<file path="config.mk">
export PLATFORM = sky130hd
export DESIGN_NAME = mcq_classify
export DESIGN_NICKNAME = d
export VERILOG_FILES = /design/src/hw/rtl/mcq_pkg.sv /design/src/hw/rtl/mcq_classify.sv
export SDC_FILE = /design/constraint.sdc
export NUM_CORES = 2
export LEC_CHECK = 0
export ABC_AREA = 1
export CAP_MARGIN = 5
export CORE_MARGIN = 8
export CORE_UTILIZATION = 39
export DETAILED_ROUTE_END_ITERATION = 8
export DONT_BUFFER_PORTS = 1
export PLACE_DENSITY = 0.56
export SYNTH_ARGS = -nofsm -noshare
export SYNTH_HDL_FRONTEND = slang
export SYNTH_SLANG_ARGS = --single-unit
</file>
<file path="constraint.sdc">
create_clock -name clk -period 9.7 [get_ports clk]
set_input_delay 2.425 -clock clk [delete_from_list [all_inputs] [get_ports clk]]
set_output_delay 2.425 -clock clk [all_outputs]
set_load 0.01 [all_outputs]
</file>
<file path="src/hw/rtl/mcq_pkg.sv">
// ----------------------------------------------------------------------------
// mcq_pkg
// Palette tables, distance function and shared types of the cell quantizer.
// ----------------------------------------------------------------------------
package mcq_pkg;

	localparam int PAL_SIZE     = 16;
	localparam int CELL_PIXELS  = 32;
	localparam int NIBBLE_SCALE = 17;

	localparam logic [7:0] PAL_R [PAL_SIZE] = '{
		8'd0, 8'd255, 8'd136, 8'd103, 8'd139, 8'd85, 8'd64, 8'd191,
		8'd139, 8'd87, 8'd184, 8'd80, 8'd120, 8'd148, 8'd120, 8'd159};
	localparam logic [7:0] PAL_G [PAL_SIZE] = '{
		8'd0, 8'd255, 8'd57, 8'd182, 8'd63, 8'd160, 8'd49, 8'd206,
		8'd84, 8'd66, 8'd105, 8'd80, 8'd120, 8'd224, 8'd105, 8'd159};
	localparam logic [7:0] PAL_B [PAL_SIZE] = '{
		8'd0, 8'd255, 8'd50, 8'd189, 8'd150, 8'd73, 8'd141, 8'd114,
		8'd41, 8'd0, 8'd98, 8'd80, 8'd120, 8'd137, 8'd196, 8'd159};

	localparam logic [7:0] PREV_CLEAR = 8'hFF;

	typedef logic [17:0] dist_t;

	// classified pixel from intake to cell engine
	typedef struct packed {
		logic        valid;
		logic        last;
		logic [4:0]  slot;
		logic [3:0]  idx;
		logic [23:0] rgb;
		logic [9:0]  cell_id;
	} pix_t;

	// finished cell from engine to top
	typedef struct packed {
		logic        done;
		logic [9:0]  cell_id;
		logic [63:0] bits;
		logic [7:0]  screen;
		logic [3:0]  color;
	} cell_res_t;

	function automatic logic [7:0] expand_nibble(input logic [3:0] nib);
		return 8'({4'b0, nib} * 8'(NIBBLE_SCALE));
	endfunction

	function automatic dist_t sq_dist(input logic [7:0] r, input logic [7:0] g,
			input logic [7:0] b, input logic [3:0] c);
		logic signed [9:0]  dr;
		logic signed [9:0]  dg;
		logic signed [9:0]  db;
		logic signed [19:0] sr;
		logic signed [19:0] sg;
		logic signed [19:0] sb;
		dr = $signed({2'b0, r}) - $signed({2'b0, PAL_R[c]});
		dg = $signed({2'b0, g}) - $signed({2'b0, PAL_G[c]});
		db = $signed({2'b0, b}) - $signed({2'b0, PAL_B[c]});
		sr = dr * dr;
		sg = dg * dg;
		sb = db * db;
		return dist_t'(sr + sg + sb);
	endfunction

endpackage

</file>
<file path="src/hw/rtl/mcq_classify.sv">
// ----------------------------------------------------------------------------
// mcq_classify
// Pixel intake: palette distances in one stage, argmin tree, pixel counter.
// ----------------------------------------------------------------------------
module mcq_classify (
	input  logic              clk,
	input  logic              arst_n,
	input  logic              in_valid,
	input  logic [9:0]        in_cell,
	input  logic [7:0]        in_red,
	input  logic [7:0]        in_green,
	input  logic [7:0]        in_blue,
	output mcq_pkg::pix_t     pix,
	output logic              busy
);
	import mcq_pkg::*;

	dist_t       dist_s1 [PAL_SIZE];
	logic [23:0] rgb_s1;
	logic [9:0]  cell_s1;
	logic [4:0]  slot_s1;
	logic        last_s1;
	logic        valid_s1;
	logic [4:0]  count_q;

	dist_t      d_l1 [8];
	logic [3:0] i_l1 [8];
	dist_t      d_l2 [4];
	logic [3:0] i_l2 [4];
	dist_t      d_l3 [2];
	logic [3:0] i_l3 [2];
	logic [3:0] best_idx;

	always_ff @(posedge clk or negedge arst_n) begin
		if (!arst_n) begin
			valid_s1 <= 1'b0;
			last_s1  <= 1'b0;
			count_q  <= '0;
		end else begin
			valid_s1 <= in_valid;
			if (in_valid) begin
				last_s1 <= (count_q == 5'(CELL_PIXELS - 1));
				count_q <= count_q + 5'd1;
			end else begin
				last_s1 <= 1'b0;
			end
		end
	end

	always_ff @(posedge clk) begin
		if (in_valid) begin
			for (int c = 0; c < PAL_SIZE; c++) begin
				dist_s1[c] <= sq_dist(expand_nibble(in_red[7:4]),
					expand_nibble(in_green[7:4]), expand_nibble(in_blue[7:4]), 4'(c));
			end
			rgb_s1  <= {in_red, in_green, in_blue};
			cell_s1 <= in_cell;
			slot_s1 <= count_q;
		end
	end

	// lower index stays on the left, so ties keep it
	always_comb begin
		for (int i = 0; i < 8; i++) begin
			if (dist_s1[2*i+1] < dist_s1[2*i]) begin
				d_l1[i] = dist_s1[2*i+1];
				i_l1[i] = 4'(2*i+1);
			end else begin
				d_l1[i] = dist_s1[2*i];
				i_l1[i] = 4'(2*i);
			end
		end
		for (int i = 0; i < 4; i++) begin
			if (d_l1[2*i+1] < d_l1[2*i]) begin
				d_l2[i] = d_l1[2*i+1];
				i_l2[i] = i_l1[2*i+1];
			end else begin
				d_l2[i] = d_l1[2*i];
				i_l2[i] = i_l1[2*i];
			end
		end
		for (int i = 0; i < 2; i++) begin
			if (d_l2[2*i+1] < d_l2[2*i]) begin
				d_l3[i] = d_l2[2*i+1];
				i_l3[i] = i_l2[2*i+1];
			end else begin
				d_l3[i] = d_l2[2*i];
				i_l3[i] = i_l2[2*i];
			end
		end
		best_idx = (d_l3[1] < d_l3[0]) ? i_l3[1] : i_l3[0];
	end

	assign pix.valid   = valid_s1;
	assign pix.last    = last_s1;
	assign pix.slot    = slot_s1;
	assign pix.idx     = best_idx;
	assign pix.rgb     = rgb_s1;
	assign pix.cell_id = cell_s1;
	assign busy        = valid_s1 && last_s1;

endmodule

</file>
==> impl_results.md <==
* CTS tree: yes
* Antenna Nets Post-Route at 0
* Core ar. at 0.3401 sq mm
* Critical path required time at 10060 ps
* Total number of vias at 102800
* Drt via density at 4.822
* CP Launch Type: primary input
* Most used cell, CP: fa_1
* CP Max Fanout at 49
* Max Freq at 0.08950 GHz
* CP max stage cell: fa_2
* Row count at 214
* Worst setup startpoint: in_red[7]
* Initial antenna violation count at 67
* Share of layout cells above drive strength 1 at 0.2253
* Netlist Area Pre-Place at 0.1334 sq mm
* Cell Count, Final, Fillers Out at 21320
* Starting density of the core at 0.3923
* DP Wirelength at 438.2 mm
* Area growth, synth to finish at 25.61%
* Crit Path Category: in -> reg
* Port Buffers at 0
* Outcome: complete, but fails checks
* Setup WS post-layout at -1473 ps
* Area occupied by multi-input gates at 0.1116 sq mm
* Die width at 600.9 um
* H-tree Lvls at 2
* Placer Congestion at 1.040
* Setup-violating endpoint count in the final report at 83
* Final hold viol count at 0
* Final Max Slew Viols at 110
* Ys async rst share at 0.02222
* Dpl cells at 21060
* Tot GR Track Use at 0.2771
* Largest net degree at the start of global routing at 316
* Primary FF master, synth: edfxtp_1
* Vias in the first global route at 106800
* Clock latency at the later pin of the worst-skew pair at 660 ps
* Drt pass-1 iters at 8
* Layout Skew at 0.3640 ps
* Wire per inst at 23.62 um
* CTS Buf Count at 44
* Crit path DAT at 11530 ps
* # IOs at 83
* DRC Markers at 0
* Violated checks: slew limit, setup timing
* RSZ-0062 raised after global routing: yes
* Critical Path Sink Type: register
* Post-Syn Area per Cell at 9.404 sq um
* CTS Root Cell: clkbuf_16
* Worst-Margin Slew at 1669 ps
* Post-placement cell area at 0.1597 sq mm
* Synth cell types at 57
* First-pass GRT wire length at 726.5 mm
* Worst-path clk slew at 60 ps
* Fin crit share at 1.152
* Crit path time final at 11170 ps
* Clock tree sinks at 315
* Total Routed Length at 503.6 mm
* Max stage delay on crit path at 540 ps
* Reg-to-reg startpoint: count_q[0]
* Yosys warns at 0
* Max-slew headroom at -0.1129
* Clock buffer depth at 3
* Hold-fix buffers, CTS at 0
* HP Class: reg -> reg
* Post-synthesis sequential area ratio at 0.07064
* Iteration-0 DRC Markers at 8456
* Final instance area at 0.1676 sq mm
* Number of max-cap violations at 0
* Flops & latches, synth at 315
* Die ar. at 0.3610 sq mm
* Post-Synthesis Cells at 14190
* Die Span Y at 600.9 um
* Global route overflow at 0
* Total Nets Final at 21670
* Number of synthesized flops with an enable pin at 308
* Fill count at 31890
* Final total negative setup slack at -46230 ps
* Register area at 0.009424 sq mm
* Worst Hold Launch: count_q[4]
-- worst max-delay path, delay by kind of cell --
family	cells	cell delay, ps
and+or+nand+nor	4	330
buffers and inverters	12	770
AOI/OAI and AO/OA	10	1340
xor gates and xnor gates	3	450
adders and majority gates	14	6070
-- synthesized netlist by cell type (all sizes together) (10+ instances only) --
| cell type | n | area, sq um |
|---|---|---|
| o21bai | 63 | 473.0 |
| a31o | 10 | 87.58 |
| xor2 | 455 | 3985 |
| fa | 3053 | 61120 |
| nand4 | 34 | 219.0 |
| o31ai | 13 | 97.59 |
| nand2 | 1204 | 4557 |
| a21oi | 437 | 2198 |
| nand3 | 97 | 530.5 |
| o21ai | 394 | 1972 |
| buf | 47 | 196.4 |
| a211oi | 12 | 90.09 |
| nor3 | 17 | 85.08 |
| inv | 4462 | 16750 |
| ha | 1856 | 23220 |
| clkbuf | 173 | 649.4 |
| a21o | 63 | 473.0 |
| xnor2 | 272 | 2382 |
| clkinv | 20 | 75.07 |
| a31oi | 13 | 81.33 |
| edfxtp | 308 | 9249 |
| or2 | 45 | 281.5 |
| nor2 | 1083 | 4073 |
-- registers in the layout, indices dropped and copies added, names as in the netlist --
| name | cells |
|---|---|
| cell_s1 | 10 |
| count_q | 5 |
| dist_s1 | 269 |
| last_s1 | 1 |
| rgb_s1 | 24 |
| slot_s1 | 5 |
| valid_s1 | 1 |
-- logic make-up after synthesis --
group	Yosys count	share of synthesized area
adders and majority gates	4909	0.6322
other	2	0.00005630
buffers and inverters	4702	0.1325
muxes	2	0.0001688
DFF	315	0.07064
AOI/OAI and AO/OA	1028	0.04247
xor gates and xnor gates	727	0.04773
and+or+nand+nor	2500	0.07425
-- repair_timing --
item | 4_1_cts | 5_1_grt
pin swaps | 192 | 333
buffers inserted | 72 | 98
resized for setup | 446 | 723
setup endpoints to repair | 109 | 108
cloned | 5 | 4
endpoints found under the hold margin | 0 | 0
-- cell type report --
class,count,area share
Antenna cell,30,0.0004480
Clock buffer,46,0.006743
Clock inverter,34,0.001837
Inverter,4482,0.1021
Multi-Input combinational cell,9178,0.6660
Sequential cell,315,0.05624
Tap cell,4536,0.03387
Timing Repair Buffer,2702,0.1328
-- per-layer routing --
| layer | share of wire | track usage |
|---|---|---|
| met1 | 0.41 | 0.3705 |
| met2 | 0.43 | 0.4212 |
| met3 | 0.096 | 0.05953 |
| met4 | 0.072 | 0.1497 |
| met5 | 0.00054 | 0 |
-- worst paths after layout --
check | slack, ps | cells after the start | end
worst max-delay path | -1470 | 43 | dist_s1[8][17]
worst min-delay path | 480 | 0 | slot_s1[4]
worst max register to register | 8240 | 4 | count_q[4]
worst min register to register | 480 | 0 | slot_s1[4]
max in group asynchronous | 8180 | 0 | count_q[3]
min in group asynchronous | 1450 | 0 | count_q[4]
-- stage by stage --
step	utilization	hold WS, ps	worst slack [ps]
global route	0.4926	507.1	-1696
finish	0.4928	476.9	-1473
CTS	0.4814	477.5	-1280
global placement	0.4696	464.9	-2092
detailed placement	0.4696	463.4	-2135
floorplan	-	449.2	-1919
-- cells in the final DEF, fill, tap and decap left out, drive strengths merged, types with 3 or more instances in the layout --
master / count
nand3: 97
nand4: 34
nor4: 3
a211oi: 12
ha: 1856
a31oi: 13
o31ai: 13
dfrtp: 7
diode: 30
inv: 4459
nand3b: 6
o21a: 4
clkinv: 40
fa: 3053
nand2: 1204
edfxtp: 308
xnor2: 272
conb: 12
a31o: 10
nor2: 1083
o21bai: 63
o21ai: 394
clkbuf: 52
o221ai: 7
xor2: 455
buf: 2696
a21oi: 437
a21o: 63
nor3: 17
or2: 45
and2: 6
clkinvlp: 15
o211ai: 3
Power is left out: the tool's default activity adds up to more than one toggle a clock period on the data nets, which glitch-free logic cannot reach.
