--- config.mk ---
export PLATFORM = sky130hd
export DESIGN_NAME = mcq_cell_engine
export DESIGN_NICKNAME = d
export VERILOG_FILES = /design/src/hw/rtl/mcq_pkg.sv /design/src/hw/rtl/mcq_cell_engine.sv
export SDC_FILE = /design/constraint.sdc
export NUM_CORES = 2
export LEC_CHECK = 0
export ABC_AREA = 1
export BUFFER_PORTS_ARGS = -buffer_cell sky130_fd_sc_hd__buf_2
export CORE_MARGIN = 1.5
export CORE_UTILIZATION = 25
export CTS_CLUSTER_SIZE = 16
export DETAILED_ROUTE_END_ITERATION = 8
export HOLD_SLACK_MARGIN = 0.06
export PLACE_DENSITY_LB_ADDON = 0.1
export REMOVE_ABC_BUFFERS = 1
export SKIP_LAST_GASP = 1
export SLEW_MARGIN = 20
export SYNTH_ARGS = -nofsm -noshare
export SYNTH_HDL_FRONTEND = slang
export SYNTH_SLANG_ARGS = --single-unit
export TNS_END_PERCENT = 20
--- constraint.sdc ---
create_clock -name clk -period 23.4 [get_ports clk]
set_clock_uncertainty 0.1 [all_clocks]
set_input_delay 4.68 -clock clk [delete_from_list [all_inputs] [get_ports clk]]
set_output_delay 4.68 -clock clk [all_outputs]
set_load 0.01 [all_outputs]
--- src/hw/rtl/mcq_pkg.sv ---
// ----------------------------------------------------------------------------
// mcq_pkg
// Palette tables, distance function and shared types of the cell quantizer.
// ----------------------------------------------------------------------------
package mcq_pkg;

	localparam int PAL_SIZE     = 16;
	localparam int CELL_PIXELS  = 32;
	localparam int NIBBLE_SCALE = 17;

	localparam logic [7:0] PAL_R [PAL_SIZE] = '{
		8'd0, 8'd255, 8'd136, 8'd103, 8'd139, 8'd85, 8'd64, 8'd191,
		8'd139, 8'd87, 8'd184, 8'd80, 8'd120, 8'd148, 8'd120, 8'd159};
	localparam logic [7:0] PAL_G [PAL_SIZE] = '{
		8'd0, 8'd255, 8'd57, 8'd182, 8'd63, 8'd160, 8'd49, 8'd206,
		8'd84, 8'd66, 8'd105, 8'd80, 8'd120, 8'd224, 8'd105, 8'd159};
	localparam logic [7:0] PAL_B [PAL_SIZE] = '{
		8'd0, 8'd255, 8'd50, 8'd189, 8'd150, 8'd73, 8'd141, 8'd114,
		8'd41, 8'd0, 8'd98, 8'd80, 8'd120, 8'd137, 8'd196, 8'd159};

	localparam logic [7:0] PREV_CLEAR = 8'hFF;

	typedef logic [17:0] dist_t;

	// classified pixel from intake to cell engine
	typedef struct packed {
		logic        valid;
		logic        last;
		logic [4:0]  slot;
		logic [3:0]  idx;
		logic [23:0] rgb;
		logic [9:0]  cell_id;
	} pix_t;

	// finished cell from engine to top
	typedef struct packed {
		logic        done;
		logic [9:0]  cell_id;
		logic [63:0] bits;
		logic [7:0]  screen;
		logic [3:0]  color;
	} cell_res_t;

	function automatic logic [7:0] expand_nibble(input logic [3:0] nib);
		return 8'({4'b0, nib} * 8'(NIBBLE_SCALE));
	endfunction

	function automatic dist_t sq_dist(input logic [7:0] r, input logic [7:0] g,
			input logic [7:0] b, input logic [3:0] c);
		logic signed [9:0]  dr;
		logic signed [9:0]  dg;
		logic signed [9:0]  db;
		logic signed [19:0] sr;
		logic signed [19:0] sg;
		logic signed [19:0] sb;
		dr = $signed({2'b0, r}) - $signed({2'b0, PAL_R[c]});
		dg = $signed({2'b0, g}) - $signed({2'b0, PAL_G[c]});
		db = $signed({2'b0, b}) - $signed({2'b0, PAL_B[c]});
		sr = dr * dr;
		sg = dg * dg;
		sb = db * db;
		return dist_t'(sr + sg + sb);
	endfunction

endpackage

--- src/hw/rtl/mcq_cell_engine.sv ---
// ----------------------------------------------------------------------------
// mcq_cell_engine
// Pixel memory, histogram, top-three color selection and bitmap encoding.
// ----------------------------------------------------------------------------
module mcq_cell_engine (
	input  logic               clk,
	input  logic               arst_n,
	input  mcq_pkg::pix_t      pix,
	input  logic               res_ack,
	output mcq_pkg::cell_res_t res,
	output logic               idle
);
	import mcq_pkg::*;

	typedef enum logic [2:0] {
		COLLECT,
		SELECT,
		ENC_RD,
		ENC_CHK,
		ENC_DIST,
		DONE
	} state_t;

	state_t      state_q;
	logic [27:0] pix_mem [CELL_PIXELS];
	logic [27:0] rd_q;
	logic [5:0]  hist_q [PAL_SIZE];
	logic [3:0]  sel_q;
	logic [3:0]  c1_q, c2_q, c3_q;
	logic [5:0]  f1_q, f2_q, f3_q;
	logic [4:0]  p_q;
	logic [1:0]  opt_q;
	dist_t       best_q;
	logic [1:0]  code_q;
	logic [63:0] bits_q;
	logic [9:0]  cell_q;

	logic [5:0]  h;
	logic [3:0]  rd_idx;
	logic [3:0]  opt_c;
	dist_t       d;
	logic        take;
	logic [5:0]  pos;

	assign h      = hist_q[sel_q];
	assign rd_idx = rd_q[27:24];
	assign pos    = {p_q[4:2], ~p_q[1:0], 1'b0};
	assign d      = sq_dist(rd_q[23:16], rd_q[15:8], rd_q[7:0], opt_c);
	assign take   = (opt_q == 2'd0) || (d < best_q);

	always_comb begin
		case (opt_q)
			2'd1:    opt_c = c1_q;
			2'd2:    opt_c = c2_q;
			2'd3:    opt_c = c3_q;
			default: opt_c = 4'd0;
		endcase
	end

	always_ff @(posedge clk) begin
		if (pix.valid) begin
			pix_mem[pix.slot] <= {pix.idx, pix.rgb};
		end
		if (state_q == ENC_RD) begin
			rd_q <= pix_mem[p_q];
		end
	end

	always_ff @(posedge clk or negedge arst_n) begin
		if (!arst_n) begin
			state_q <= COLLECT;
			for (int c = 0; c < PAL_SIZE; c++) hist_q[c] <= '0;
			sel_q  <= 4'd1;
			c1_q   <= '0;
			c2_q   <= '0;
			c3_q   <= '0;
			f1_q   <= '0;
			f2_q   <= '0;
			f3_q   <= '0;
			p_q    <= '0;
			opt_q  <= '0;
			best_q <= '0;
			code_q <= '0;
			bits_q <= '0;
			cell_q <= '0;
		end else begin
			unique case (state_q)
				COLLECT: begin
					if (pix.valid) begin
						hist_q[pix.idx] <= hist_q[pix.idx] + 6'd1;
						if (pix.last) begin
							cell_q  <= pix.cell_id;
							sel_q   <= 4'd1;
							c1_q    <= '0;
							c2_q    <= '0;
							c3_q    <= '0;
							f1_q    <= '0;
							f2_q    <= '0;
							f3_q    <= '0;
							state_q <= SELECT;
						end
					end
				end
				SELECT: begin
					if (h > f1_q) begin
						c3_q <= c2_q;
						f3_q <= f2_q;
						c2_q <= c1_q;
						f2_q <= f1_q;
						c1_q <= sel_q;
						f1_q <= h;
					end else if (h > f2_q) begin
						c3_q <= c2_q;
						f3_q <= f2_q;
						c2_q <= sel_q;
						f2_q <= h;
					end else if (h > f3_q) begin
						c3_q <= sel_q;
						f3_q <= h;
					end
					if (sel_q == 4'(PAL_SIZE - 1)) begin
						for (int c = 0; c < PAL_SIZE; c++) hist_q[c] <= '0;
						p_q     <= '0;
						state_q <= ENC_RD;
					end else begin
						sel_q <= sel_q + 4'd1;
					end
				end
				ENC_RD: begin
					state_q <= ENC_CHK;
				end
				ENC_CHK: begin
					if (rd_idx == c1_q || rd_idx == c2_q || rd_idx == c3_q) begin
						if (rd_idx == c1_q) bits_q[pos +: 2] <= 2'd1;
						else if (rd_idx == c2_q) bits_q[pos +: 2] <= 2'd2;
						else bits_q[pos +: 2] <= 2'd3;
						if (p_q == 5'(CELL_PIXELS - 1)) begin
							state_q <= DONE;
						end else begin
							p_q     <= p_q + 5'd1;
							state_q <= ENC_RD;
						end
					end else begin
						opt_q   <= 2'd0;
						state_q <= ENC_DIST;
					end
				end
				ENC_DIST: begin
					if (take) begin
						best_q <= d;
						code_q <= opt_q;
					end
					if (opt_q == 2'd3) begin
						bits_q[pos +: 2] <= take ? opt_q : code_q;
						if (p_q == 5'(CELL_PIXELS - 1)) begin
							state_q <= DONE;
						end else begin
							p_q     <= p_q + 5'd1;
							state_q <= ENC_RD;
						end
					end else begin
						opt_q <= opt_q + 2'd1;
					end
				end
				DONE: begin
					if (res_ack) begin
						state_q <= COLLECT;
					end
				end
				default: begin
					state_q <= COLLECT;
				end
			endcase
		end
	end

	assign res.done    = (state_q == DONE);
	assign res.cell_id = cell_q;
	assign res.bits    = bits_q;
	assign res.screen  = {c1_q, c2_q};
	assign res.color   = c3_q;
	assign idle        = (state_q == COLLECT);

endmodule

==> impl_metrics.env <==
export IMPL_grt_max_degree=124
export IMPL_min_path_type="reg -> reg"
export IMPL_layout_common_cells="edfxtp_1, nor2_1, o21ai_0, nand2_1, inv_1"
export IMPL_synth_cell_types=62
export IMPL_clk_latency_ps=790
export IMPL_cts_setup_buffers=0
export IMPL_synthCells=5505
export IMPL_vias=41300
export IMPL_path_common_cell="nand2_1"
export IMPL_wl_per_cell_um=23.5
export IMPL_postPlaceCellArea_um2=63300
export IMPL_area_growth_syn_to_layout_pct=15.2
export IMPL_max_freq_ghz=0.0755
export IMPL_setup_viol=0
export IMPL_synth_edf_count=924
export IMPL_status="finished, final reports clean"
export IMPL_fin_util_pct=29.0
export IMPL_reg2reg_slack_ps=10160
export IMPL_grt_use_total_pct=17.4
export IMPL_maxSlewHeadroom_pct=26.0
export IMPL_initial_core_util_pct=25.2
export IMPL_synth_seq_area_share_pct=57.2
export IMPL_syn_mean_instance_area_um2=10.7
export IMPL_cts_hold_buf=0
export IMPL_synth_flop_cell="edfxtp_1"
export IMPL_final_max_slew_viol_count=0
export IMPL_tightest_slew_ps=1110
export IMPL_cts_resized=0
export IMPL_final_nets=6060
export IMPL_layout_commonest_cell="edfxtp_1"
export IMPL_synth_top_cells_by_area="edfxtp_1, dfrtp_1, fa_1"
export IMPL_hold_violations=0
export IMPL_numPortBuffers=135
export IMPL_crit_type="reg -> reg"
export IMPL_final_cell_area_um2=67700
export IMPL_coreArea_um2=233000
export IMPL_antenna_found_initial=17
export IMPL_ys_ff_latch=1158
export IMPL_yosys_warnings=0
export IMPL_drcViolationCount=0
export IMPL_drive_gt1_share_pct=9.14
export IMPL_synth_top_area_cell="edfxtp_1"
export IMPL_fin_crit_sh_pct=56.6
export IMPL_setup_tns_final_ps=0
export IMPL_crit_path_top_delay_cell="fa_1"
export IMPL_crit_required_ps=23990
export IMPL_arrival_ps=13830
export IMPL_vias_per_cell=4.67
export IMPL_synthArstFlopShare_pct=20.2
export IMPL_max_cap_viol_count=0
export IMPL_drt_initial_drc_count=3161
export IMPL_grt_pass1_vias=41500
export IMPL_grt_pass1_wl_um=301000
export IMPL_clockBufferDepth=3
export IMPL_cts_tree="built"
export IMPL_io_pins=136
export IMPL_max_stage_delay_ps=580
export IMPL_drt_wl_total_um=208000
export IMPL_htree_num_levels=4
export IMPL_critPathMaxFanout=18
export IMPL_synthesis_area_um2=58800
export IMPL_gp_congestion=0.823
export IMPL_rsz0062_at_grt="false"
export IMPL_end_kind="register"
export IMPL_cp_start_kind="register"
export IMPL_dp_hpwl_um=126000
export IMPL_dr_pass1_iters=7
export IMPL_die_area_um2=238000
export IMPL_overflow=0
export IMPL_row_count=177
export IMPL_clock_sinks=1158
export IMPL_antenna_left=0
export IMPL_cts_buffers_inserted=143
export IMPL_synth_top_area_share_pct=47.2
export IMPL_clk_pin_slew_ps=60
export IMPL_cts_root_buffer="clkbuf_16"
export IMPL_fin_hold_ws_ps=380
export IMPL_fp_dieW_um=488
export IMPL_min_period_ps=13240
export IMPL_die_h_um=488
registers in the layout, summed over array words and instances, names as in the netlist:
name and cells:
hist_q 96, opt_q 2, f2_q 6, p_q 5, code_q 2, f3_q 6, rd_q 28, state_q 3
c2_q 4, sel_q 4, pix_mem 896, cell_q 10, f1_q 6, c3_q 4, best_q 18, c1_q 4
bits_q 64
final cells by class:
class / instances / area (um2)
diodes: 9 / 22.5
clock buffers: 188 / 3850
multi-input cells: 3467 / 22000
flip-flops and latches: 1158 / 33600
repair buffers: 223 / 1390
well taps: 3132 / 3920
fillers: 24300 / 165000
clock inverters: 56 / 543
inverters: 620 / 2350
critical path, delay by kind of cell, from the launching register on:
family	cells	cell delay, ps
AOI/OAI and AO/OA	8	1750
adders and majority gates	13	5490
buffers and inverters	7	1220
DFF	1	410
and+or+nand+nor	28	4160
worst paths after layout:
check,startpoint,endpoint,depth (start not counted)
hold reg to reg,best_q[17]$_DFFE_PN0P_,best_q[17]$_DFFE_PN0P_,2
setup / recovery,opt_q[0]$_DFFE_PN0P_,bits_q[10]$_DFFE_PN0P_,56
hold / removal,best_q[17]$_DFFE_PN0P_,best_q[17]$_DFFE_PN0P_,2
setup reg to reg,opt_q[0]$_DFFE_PN0P_,bits_q[10]$_DFFE_PN0P_,56
max in group asynchronous,arst_n,p_q[3]$_DFFE_PN0P_,2
min in group asynchronous,arst_n,best_q[5]$_DFFE_PN0P_,1
cell usage after synthesis, types with 3 or more instances:
cell	n
a21o_1	3
a21oi_1	142
a221oi_1	10
a22oi_1	9
a31oi_1	41
a32oi_1	10
and2_1	4
buf_1	9
buf_12	4
buf_2	19
buf_6	4
clkbuf_1	222
clkinv_1	7
dfrtp_1	233
edfxtp_1	924
fa_1	235
ha_1	164
inv_1	604
inv_2	7
mux2_2	11
nand2_1	631
nand3_1	172
nand3_2	10
nand4_1	26
nor2_1	804
nor3_1	40
o2111ai_1	11
o211a_1	3
o211ai_1	19
o21a_1	14
o21ai_0	662
o21ai_1	30
o21bai_1	5
o221ai_1	79
o22ai_1	210
or2_1	6
or2_2	24
xnor2_1	25
xor2_1	40
cells by family (layout without fill, tap and decap cells):
| family | after synthesis | in the layout | share of synthesized area, % |
|---|---|---|---|
| multiplexers | 11 | 11 | 0.211 |
| XOR/XNOR | 66 | 66 | 0.996 |
| other | 0 | 9 | 0 |
| AO/OA/AOI/OAI | 1257 | 1257 | 12.2 |
| adder cells (fa/ha/maj) | 399 | 399 | 11.5 |
| buffers and inverters | 880 | 1087 | 5.84 |
| flip-flops | 1158 | 1158 | 57.2 |
| AND/OR/NAND/NOR | 1734 | 1734 | 12.0 |
routing by layer:
metal	share of wire [%]	track usage (%)	vias up
met4	2.4	4.65	10
met5	0.029	0	-
met2	48	29.5	899
met1	45	22.9	20900
met3	4.6	2.93	244
li1	-	-	19200
per-stage QoR:
step	setup slack (ps)	cells
2_1_floorplan	7300	5245
3_3_place_gp	10330	8599
3_5_place_dp	10140	8599
4_1_cts	10030	8843
5_1_grt	8770	8848
6_report	10160	8853
Power is not shown: default switching activity piles up to over one toggle a cycle in this logic, so the estimate is an artifact.
